<file path="src/gno_ram.sv">
// generic single write port ram with registered read
`timescale 1ns / 1ps
module gno_ram #(
    parameter int WIDTH = 8,
    parameter int DEPTH = 256
) (
    input  logic                     i_clk,
    input  logic                     i_we,
    input  logic [$clog2(DEPTH)-1:0] i_waddr,
    input  logic [WIDTH-1:0]         i_wdata,
    input  logic                     i_re,
    input  logic [$clog2(DEPTH)-1:0] i_raddr,
    output logic [WIDTH-1:0]         o_rdata
);
    logic [WIDTH-1:0] r_mem [DEPTH];
    logic [WIDTH-1:0] r_rdata;

    always_ff @(posedge i_clk) begin
        if (i_we) begin
            r_mem[i_waddr] <= i_wdata;
        end
        if (i_re) begin
            r_rdata <= r_mem[i_raddr];
        end
    end

    assign o_rdata = r_rdata;
endmodule

</file>
<file path="config.mk">
export PLATFORM = sky130hd
export DESIGN_NAME = gno_ram
export DESIGN_NICKNAME = d
export VERILOG_FILES = /design/src/gno_ram.sv
export SDC_FILE = /design/constraint.sdc
export NUM_CORES = 2
export LEC_CHECK = 0
export ABC_AREA = 1
export BUFFER_PORTS_ARGS = -buffer_cell sky130_fd_sc_hd__buf_2
export CAP_MARGIN = 10
export CORE_ASPECT_RATIO = 2
export CORE_MARGIN = 3
export CORE_UTILIZATION = 30
export DETAILED_ROUTE_END_ITERATION = 8
export PLACE_DENSITY = 0.46
export SLEW_MARGIN = 40
export SYNTH_ARGS = -nofsm -noshare
export SYNTH_HDL_FRONTEND = slang
export SYNTH_SLANG_ARGS = --single-unit
</file>
<file path="constraint.sdc">
create_clock -name i_clk -period 1.6 [get_ports i_clk]
set_clock_uncertainty 0.15 [all_clocks]
set_input_delay 0.08 -clock i_clk [delete_from_list [all_inputs] [get_ports i_clk]]
set_output_delay 0.08 -clock i_clk [all_outputs]
set_load 0.05 [all_outputs]
</file>
Yosys cells after proc, flatten, opt, wreduce, memory -nomap -nowiden
Memories as Yosys holds them, arrays and structs flattened. A register that Yosys moved wholly into a read port is not among the register bits.
Cells that the tools add are included.
{ "op_classes": {"addsub": 0, "mul": 0, "n_div": 0, "n_lt_le_gt_ge": 0, "eq_ne": 0, "shifts": 0, "muxes": 2, "n_bitwise": 0, "reduce_logical": 0} }
{ "op_table": {"columns": ["operator", "count"], "rows": [
  ["$mux W1", 2]
]} }
{ "word_totals": {"reg_bits": 0, "latchBits": 0, "mem_bits_rw": 2048, "rom_bits": 0, "inputBits": 27, "out_inout_bits": 8, "elab_cells": 3, "mem_count": 1} }
{ "mem_list": {"columns": ["memory", "depth", "width", "read_ports", "rd_clocked_by_memory_dff", "write_ports", "line", "text"], "rows": [
  ["r_mem", 256, 8, 1, 1, 1, "15", "logic [WIDTH-1:0] r_mem [DEPTH];"]
]} }

Depth between registers and ports, before layout
{ "logic_depth": {"word_depth": 2, "mapped_depth": 15, "ltp_nobuf": 11} }

Worst setup path before layout
No wires, ideal clock.
{ "synth_path": {"path_type": "input to register", "start": "in i_we", "end": "mem r_mem[162][0] (enable)", "setup_ns": 0.370, "arrival_ns": 1.201, "required_ns": 1.080, "path_slack_ns": -0.121, "cell_stages": 4, "n_path_buf": 2, "cell_sequence": "clkbuf_1 nand3_1 clkbuf_1 nor2_1"} }
{ "synth_between": {"elab_chain_len": 2} }
{ "synth_rtl": {"columns": ["element", "line", "text"], "rows": [
  ["from (decl)", "8", "input logic i_we,"],
  ["$mux W1", "19", "if (i_we) begin"],
  ["$mux W1 (not written as such)", "20", "r_mem[i_waddr] <= i_wdata;"],
  ["to (decl)", "15", null]
]} }
No other way between the ends.

==> summary.txt <==
Drt
  • DR DRC count: 0
  • WL per Instance: 25.7 um
  • Final WL: 290 mm
  • Vias per cell: 5.00
  • Routed vias: 56400
  • Drt pass-1 iters: 6
  • First-iteration detailed-routing DRC count: 4564
  • Final ANT Viol Nets: 0

Floorplanning
  • Rows: 273
  • Core area: 0.277 mm^2
  • Full die area: 0.285 mm^2
  • Chip width: 379 um
  • Initial core utilization: 30.2%
  • IO Pins: 35
  • Chip height: 752 um

STA
  • Fin crit share: 118%
  • Worst Tran Pin Value: 0.719 ns
  • Max Slew Vio Count: 0
  • Hold Violations, Final: 1
  • Setup Viol. Count Final: 19
  • Fmax: 0.529 GHz
  • RSZ-0062 raised after global routing: true
  • Worst slew margin: 52.1%
  • Final WS setup: -0.290 ns
  • Worst hold margin: -0.0112 ns
  • Min Tclk post-route: 1.89 ns

Clock network
  • CTS Buf Count: 179
  • CTS Sinks: 2056
  • Worst-path clk slew: 0.07 ns
  • Clock latency on the worst-skew pair: 0.85 ns
  • CTS tree: yes
  • Post-CTS setup buffers: 0
  • Worst-case clock buffer depth: 4
  • CTS Root Cell: clkbuf_16
  • CTS HTree Levels: 4

Worst setup path
  • Crit Path Class: reg2reg
  • CP most frequent cell: nand2_1
  • Max stage delay cell, worst path: edfxtp_1
  • CP max FO: 1
  • CP startpoint kind: register
  • Crit path required time: 2.04 ns
  • Endpoint type of the worst setup path: register
  • Worst endpoint data arrival time: 2.33 ns
  • Crit path largest cell delay: 0.36 ns
  • Cell Chain, Critical Path: nand2_1 -> nand3_1 -> nand3_1 -> nand3_1 -> nand3_2 -> nand3_4 -> nand3_4 -> nand2_1 -> nand2_1 -> nand2_1

Logic synthesis
  • Synth unique cells: 13
  • Synthesized Nets: 7030
  • Synthesized flop and latch total: 2056
  • Sequential area share after synthesis: 74.0%
  • Avg Synthesized Cell Area: 11.9 um^2
  • Post-Syn Area: 0.0835 mm^2
  • Yosys warns: 0
  • Post-Synthesis Cells: 7003

Final layout
  • Fillcell total: 26800
  • Fin nets: 7595
  • Final Core Density: 37.2%
  • Commonest non-fill, non-tap cells in the layout: nand2_1, edfxtp_1, nand3_1
  • Most common cell after layout, fill and taps aside: nand2_1
  • Area grow syn2layout: 23.4%
  • Share of cells above drive strength 1: 20.2%

Global routing
  • Total track usage: 20.0%
  • Largest net degree at the start of global routing: 74
  • Overflow after GRT: 0
  • Vias in the first global route: 57200
  • Initial antenna violation count: 8
  • First-pass GRT wire length: 413 mm

Run status
  • Status: finished, violations left
  • Failing checks: negative hold slack, negative setup slack

Place
  • Post-DP HPWL: 197 mm
  • Number of I/O port buffers: 34
  • Pre-CTS setup slack: -1.52 ns
  • Gpl congestion: 0.896

Pwr
  • Internal Power: 87.0 mW
  • Comb pwr share: 8.3%
  • Flop pwr share: 52.3%
  • NetSw: 26.7 mW
  • Max VDD drop: 0.771 mV
  • Clk network pwr share: 39.4%
  • Sw Ratio: 23.5%
  • Leak: 36.6 nW
  • Pwr Density: 1100 mW/mm^2

Run
  • Maximum Capacitance Violations: 0

Worst hold path
  • Worst min-delay path class: in2reg
-- final timing paths --
kind / from / endpoint / slack, ns / cells past startpoint
setup / recovery: r_mem[57][4] / o_rdata[4] / -0.29 / 10
hold / removal: i_raddr[6] / o_rdata[0] / -0.01 / 6
setup reg to reg: r_mem[57][4] / o_rdata[4] / -0.29 / 10
hold reg to reg: r_mem[208][3] / o_rdata[3] / 0.95 / 10
-- stage by stage --
step                hold slack (ns)  instance area [um^2]  cells  TNS (ns)  power, mW
floorplan                    0.0289                 84000   7003    -27.36       64.5
global placement              0.327                 94200  11000   -197.77       69.3
detailed placement            0.339                 94200  11000   -202.24       69.3
CTS                        -0.00489                102000  11300     -5.68        115
global route                0.00824                103000  11300     -3.95        117
finish                      -0.0112                103000  11300     -3.21        114
-- critical path: cells and delay by family (launching register included) --
kind | cells | cell delay, ns
simple gates | 10 | 1.12
flops | 1 | 0.36
-- cell usage after synthesis (all sizes together) --
cell type  number  area (um^2)
buf           371         2030
clkbuf        112          420
edfxtp       2056        61700
inv            39          149
nand2        2123         7970
nand3        2019        10100
nor2          283         1060
-- what timing repair did --
| item | 4_1_cts | 5_1_grt |
|---|---|---|
| gates resized for setup | 389 | 161 |
| endpoints found under the hold margin | 2912 | 0 |
| pin swaps | 80 | 87 |
| hold buffers | 19 | 0 |
| endpoints found under the setup margin | 16 | 93 |
-- flip-flops by register name, summed over array words and instances, names as in the netlist --
name,cells
o_rdata,8
r_mem,2048
-- area by class of cell --
type	count	area [um^2]	area share, %
inverter	39	183	0.177
clock buffer	205	4600	4.46
clock inverter	109	1210	1.17
sequential	2056	61700	59.9
tap	3575	4470	4.34
antenna	4	10.0	0.00971
timing repair buffer	867	8880	8.62
multi-input combinational	4425	21900	21.3
-- power groups by stage --
stage | Sequential (mW) | Clock, mW | Combinational (mW)
after global placement | 60.6 | 0 | 8.70
after detailed placement | 60.6 | 0 | 8.72
after CTS | 59.4 | 45.8 | 9.35
after global routing | 59.4 | 47.6 | 10.1
after floorplan | 60.6 | 0 | 3.81
final | 59.4 | 44.8 | 9.44
-- cell families (layout without fill, tap and decap cells) --
group | after synthesis | count (layout) | share of synthesized area, %
buffers and inverters | 522 | 1220 | 3.12
other | 0 | 4 | 0
flip-flops | 2056 | 2056 | 74.0
AND/OR/NAND/NOR | 4425 | 4425 | 22.9
-- per-layer routing --
metal | vias up | part of all wire, % | track usage [%]
li1 | 26000 | - | -
met1 | 28500 | 35 | 21.2
met2 | 1413 | 54 | 38.0
met3 | 557 | 3.4 | 1.69
met4 | 4 | 7.2 | 12.2
met5 | - | 0.0096 | 0
(Power assumes the default switching activity.)
