`src/gno_pkg.sv`:
```
// shared types, widths and codes for the gradient noise octave sum block
`timescale 1ns / 1ps
package gno_pkg;

    localparam int GNO_TABLE_SIZE = 256;

    localparam int COORD_W = 32;
    localparam int GRAD_W  = 16;
    localparam int VAL_W   = 20;
    localparam int SUM_W   = 52;
    localparam int WGT_W   = 45;
    localparam int WLO_W   = 23;
    localparam int ACC_W   = 34;
    localparam int S_W     = 17;
    localparam int MA_W    = 33;
    localparam int MB_W    = 24;
    localparam int MP_W    = MA_W + MB_W;

    typedef enum logic [1:0] {
        KIND_PERM  = 2'd0,
        KIND_GRAD3 = 2'd1,
        KIND_GRAD2 = 2'd2,
        KIND_EVAL  = 2'd3
    } t_kind;

    localparam logic [1:0] CFG_DIM   = 2'd0;
    localparam logic [1:0] CFG_OCT   = 2'd1;
    localparam logic [1:0] CFG_FALL  = 2'd2;
    localparam logic [1:0] CFG_FSTEP = 2'd3;

    typedef struct packed {
        t_kind                      kind;
        logic [7:0]                 table_index;
        logic [7:0]                 perm_value;
        logic signed [GRAD_W-1:0]   grad_x;
        logic signed [GRAD_W-1:0]   grad_y;
        logic signed [GRAD_W-1:0]   grad_z;
        logic signed [COORD_W-1:0]  coord_x;
        logic signed [COORD_W-1:0]  coord_y;
        logic signed [COORD_W-1:0]  coord_z;
    } t_in_item;

    typedef struct packed {
        logic signed [VAL_W-1:0] noise_value;
        logic                    saturated;
    } t_out_item;

endpackage

```
`src/gno_mul.sv`:
```
// shared signed multiplier with registered product
`timescale 1ns / 1ps
module gno_mul (
    input  logic                        i_clk,
    input  logic signed [gno_pkg::MA_W-1:0] i_a,
    input  logic signed [gno_pkg::MB_W-1:0] i_b,
    output logic signed [gno_pkg::MP_W-1:0] o_p
);
    import gno_pkg::*;

    logic signed [MP_W-1:0] r_p;

    always_ff @(posedge i_clk) begin
        r_p <= MP_W'(i_a) * MP_W'(i_b);
    end

    assign o_p = r_p;
endmodule

```
`config.mk`:
```
export PLATFORM = sky130hd
export DESIGN_NAME = gno_mul
export DESIGN_NICKNAME = d
export VERILOG_FILES = /design/src/gno_pkg.sv /design/src/gno_mul.sv
export SDC_FILE = /design/constraint.sdc
export NUM_CORES = 2
export LEC_CHECK = 0
export BUFFER_PORTS_ARGS = -buffer_cell sky130_fd_sc_hd__clkbuf_2
export CORE_ASPECT_RATIO = 1.75
export CORE_MARGIN = 2
export CORE_UTILIZATION = 50
export DETAILED_ROUTE_END_ITERATION = 12
export GPL_TIMING_DRIVEN = 0
export PLACE_DENSITY_LB_ADDON = 0.12
export SETUP_SLACK_MARGIN = 0.2
export SLEW_MARGIN = 20
export SYNTH_ARGS = -nofsm -noshare
export SYNTH_HDL_FRONTEND = slang
export SYNTH_SLANG_ARGS = --single-unit
```
`constraint.sdc`:
```
create_clock -name i_clk -period 10 [get_ports i_clk]
set_input_delay 1 -clock i_clk [delete_from_list [all_inputs] [get_ports i_clk]]
set_output_delay 1 -clock i_clk [all_outputs]
set_load 0.05 [all_outputs]
```
Yosys cells after proc, flatten, opt, wreduce, memory -nomap -nowiden --
Index checks and enable logic that the tools add are counted.
Storage, ports and cells: bits in registers 57, input port bits 58, output and inout port bits 57, word-level logic and storage cells 2
Operators by class: $mul 1
Operators by type and width (number):
- multiplier 33 x 24 -> 57 bit | 1

Depth between registers and ports, before layout --
word-level depth 1, depth in mapped cells 28, depth with buffers taken out 26

Least setup slack after synthesis --
Ideal clock, no wire load.
path type input -> register, start point input i_a[32] (netlist name), end point register r_p[54], in the netlist o_p[54], library setup time 72 ps, arrival time 7300 ps, required time 9928 ps, slack 2627 ps, stages on the path 23, path buffers 2, cells stage by stage clkbuf_1 > and2_1 > fa_1 > inv_1 > fa_1 > inv_1 > fa_1 > inv_1 > fa_1 > fa_1 > fa_1 > fa_1 > inv_1 > ha_1 > clkbuf_1 > nand2_1 > nor2_1 > a21boi_2 > a2111oi_2 > o21ai_2 > a221o_1 > a21oi_2 > xnor2_1
Between the ends: cells in the longest elaborated chain, start to end 1
Ends and longest elaborated chain:
- start, declared | line gno_mul.sv:5 | input logic signed [gno_pkg::MA_W-1:0] i_a,
- multiplier 33 x 24 -> 57 bit | line gno_mul.sv:14 | r_p <= MP_W'(i_a) * MP_W'(i_b);
- end signal, assigned | line gno_mul.sv:14
- end, declared | line gno_mul.sv:11 | logic signed [MP_W-1:0] r_p;
Every way passes these cells.

Worst setup path in the final report --
start point input i_b[4] (netlist name), end point register r_p[53], in the netlist o_p[53]
Between the ends: cells in the longest elaborated chain, start to end 1
Ends and longest elaborated chain:
- start, declared | line gno_mul.sv:6 | input logic signed [gno_pkg::MB_W-1:0] i_b,
- multiplier 33 x 24 -> 57 bit | line gno_mul.sv:14
Every way passes these cells.

==> summary.md <==
The largest stage delay on the critical path came out at 850 ps. The tools report the end point of the critical path as o_p[53]. The initialized floorplan defines 117 standard-cell rows. The ratio of final minimum period to clock period came out at 97.2%.

The via count of the first global-routing pass is 25200, and the mean instance size in the synthesized netlist is 9.25 um^2. The number of top-level design ports is 115, and the total clock sinks is 57. The final-report max-slew violation count was 0. Critical path class: in -> reg. The post-synthesis adder-cell area fraction was 61.9%. The final hold violation count is 0, and the peak clock frequency supported by timing is 103 MHz.

For this run, the register share of the synthesized area comes to 3.92%. The worst setup path is launched from a primary input. The run gives 22100 as the via count. Once placement completed, the tool counted placed cells totaling 4036.

The filler cells instantiated in the layout total 5445. The logs give 0 for the count of endpoints failing setup in the final report and 53.6% for the core occupancy in the finished layout. The wire-length estimate of the detail-placed layout is 96.5 mm. For the pin with the worst max-slew slack, the measured transition is 1130 ps. The worst path needs 9720 ps of the cycle, external delays included. The count of routing violations after the opening detailed-route iteration came out at 1354.

Counting stages on the worst path, the most repeated cell is fa_1. CTS placed an instance of clkbuf_16 at the clock tree root. For the maximum number of pins on one net before global-route repair, the log shows 12. The reported max-cap violation count came out at 0.

The global routing usage summed across all routing layers came out at 39.0%. The worst pin sits at a relative slew slack of 24.3%. The non-filler instance count after layout is 4056. TritonCTS built the clock tree.

The critical path buffer and inverter count was 5. Setup repair after global routing left no endpoint under its margin. Counting along the longest clock path gives a buffer depth of 2. Counting every instance in the synthesized netlist gives 3149. In this run the worst path has a maximum fanout of 10. The number of routed nets with antenna violations was 0. For this design, the CTS-stage hold fixing added 0 buffers.

Counting buffers and inverters, the worst setup path is 23 cells deep. Using the TritonRoute via totals, the vias-per-cell ratio works out to 5.46. The tools report the netlist area before placement as 0.0291 mm^2. Critical path startpoint: i_b[4]. Before antenna repair, the detailed router went through 5 iterations.

In this run the worst hold path is classified as in -> reg. The synthesized design contains 57 register bits. The Yosys step of the flow raised 0 warnings. After detailed placement, the total cell area comes to 0.0307 mm^2. Clock-pin slew was measured on the worst setup and hold paths at 80 ps. The overall die height is 323 um, and the synthesized netlist net count is 4164.

The congestion estimate from routability-driven global placement came to 1.03. The run gives 112 mm as the final routed wirelength across all metal layers. Relative to the synthesized area, the layout overhead comes to 6.44%. In the synthesized netlist the async set-or-reset flop fraction comes to 0%. After clock tree synthesis, the setup repair step added 0 buffers. The primary flip-flop cell chosen by synthesis mapping is dfxtp_1.

The number of gates resized after CTS was 0; the floorplan core area was 0.0578 mm^2. The arrival time at the worst endpoint came out at 10020 ps. The endpoint class of the critical path is a flop. Among all stages on the critical path, the largest delay is contributed by clkbuf_1. At the end of the flow, the number of nets in the layout was 4289. The total clock buffers created by CTS is 9, and the fraction of final layout cells with drive strength greater than 1 is 4.88%.

The run finished with clean final reports. After Yosys synthesis, and, or, nand and nor cells account for 15.3% of the synthesized area. The first-pass GRT wire length is 163 mm. The register with the most flip-flops in the layout has 57 of them. On the critical path the largest part of the delay comes from adder cells. The clock tree synthesis step divided the H-tree into 3 levels. Summing all flip-flop and latch instances after layout gives 0.00114 mm^2. By area, the combinational part of the netlist is dominated by adder cells. Synthesized-area fraction occupied by ao, oa, aoi and oai cells: 4.00%.

The number of antenna violations at the first check in global routing is 11. The portion of synthesized area spent on multiplexers is 0%. In this run the horizontal extent of the chip is 186 um. In this run, distinct cell masters in the synthesized netlist total 56. The synthesized design contains 0 enable-type register cells. The total of buffers placed on input and output ports works out to 114. After detailed routing, the number of remaining DRC violations is 0.

The critical path goes through clkbuf_2 -> clkbuf_1 -> nand2_1 -> fa_1 -> fa_1 -> fa_1 -> fa_1 -> fa_1 -> inv_1 -> fa_1 -> inv_1 -> fa_1 -> inv_1 -> ha_1 -> and4_1 -> and3_1 -> nand3_1 -> a211oi_2 -> o311ai_1 -> and3_1 -> nor3_1 -> a31oi_1 -> xnor2_1. The run gives 0 as the remaining global-route overflow. The synthesized netlist devotes 1.96% of its cell area to XOR and XNOR gates. The footprint of the multi-input gates came out at 0.0242 mm^2. Dividing the detail-routed wire length by the instance count gives 27.5 um. The required time at the worst-slack endpoint came out at 10300 ps.

For this configuration, the core starts out at a cell density of 50.3%. The floorplan step defined a die boundary enclosing 0.0602 mm^2. The area of all placed cells without fillers was 0.0310 mm^2.
stage by stage:
step           hold WS, ps  TNS (ps)  setup slack (ps)
3_3_place_gp          1500         0              87.4
5_1_grt               1100         0               316
4_1_cts               1080         0               451
6_report              1130         0               282
2_1_floorplan         1130         0              2630
3_5_place_dp          1500     -5.57             -5.57
cell usage in the layout (no fill, tap or decap), types with 6 or more instances in the layout:
cell and count:
xor2_1 16, buf_1 6, xnor2_1 49, a21oi_2 8
dfxtp_1 57, nand2b_1 11, a21o_1 29, ha_1 152
clkbuf_1 137, fa_1 805, clkbuf_2 117, inv_1 843
o21ai_1 8, a21oi_1 56, o21bai_1 12, o21ai_0 20
nand2_1 416, and2_1 381, nand3_1 10, diode_2 6
clkbuf_16 9, nor2_1 51, nand4_1 9, and3_1 6
cells by family (layout without fill, tap and decap cells):
| family | count (synthesis) | count (layout) |
|---|---|---|
| and+or+nand+nor | 902 | 902 |
| DFF | 57 | 57 |
| AOI/OAI and AO/OA | 172 | 172 |
| xor gates and xnor gates | 65 | 65 |
| buffers and inverters | 996 | 1124 |
| other | 0 | 6 |
| adders and majority gates | 957 | 957 |
Yosys cell counts, drive strengths merged (12+ instances only):
cell type  count  area [um^2]
o21bai        12         90.1
fa           805        16100
inv          843         3160
nand2        416         1560
o21ai         31          166
xnor2         49          429
a21o          30          226
xor2          16          140
dfxtp         57         1140
ha           152         1900
and2         381         2380
buf           12         58.8
nor2          51          191
clkbuf       140          526
a21oi         64          350
worst min-delay path by stage:
stage / start / end / slack, ps / depth (start not counted)
2_1_floorplan: i_b[0] / o_p[0] / 1130 / 1
3_3_place_gp: o_p[4] / o_p[4] / 1500 / 1
3_5_place_dp: o_p[9] / o_p[9] / 1500 / 1
4_1_cts: i_b[0] / o_p[0] / 1080 / 2
5_1_grt: i_b[0] / o_p[0] / 1100 / 2
6_report: i_b[0] / o_p[0] / 1130 / 2
layout make-up:
type	instances	share of cell area [%]
Inverter	844	10.2
Timing Repair Buffer	114	1.84
Tap cell	773	3.12
Clock inverter	3	0.210
Buffer	152	1.90
Clock buffer	11	0.816
Multi-Input combinational cell	2096	78.2
Antenna cell	6	0.0485
Sequential cell	57	3.68
routing by layer:
| metal | global-route usage (%) | routed length (um) | vias to the layer above |
|---|---|---|---|
| met5 | 0 | 26 | - |
| met4 | 43.1 | 15100 | 4 |
| met3 | 6.31 | 5770 | 479 |
| met2 | 70.0 | 58300 | 958 |
| met1 | 35.6 | 32300 | 11500 |
| li1 | - | - | 9174 |
Power is not shown: default switching activity piles up to over one toggle a cycle in this logic, so the estimate is an artifact.
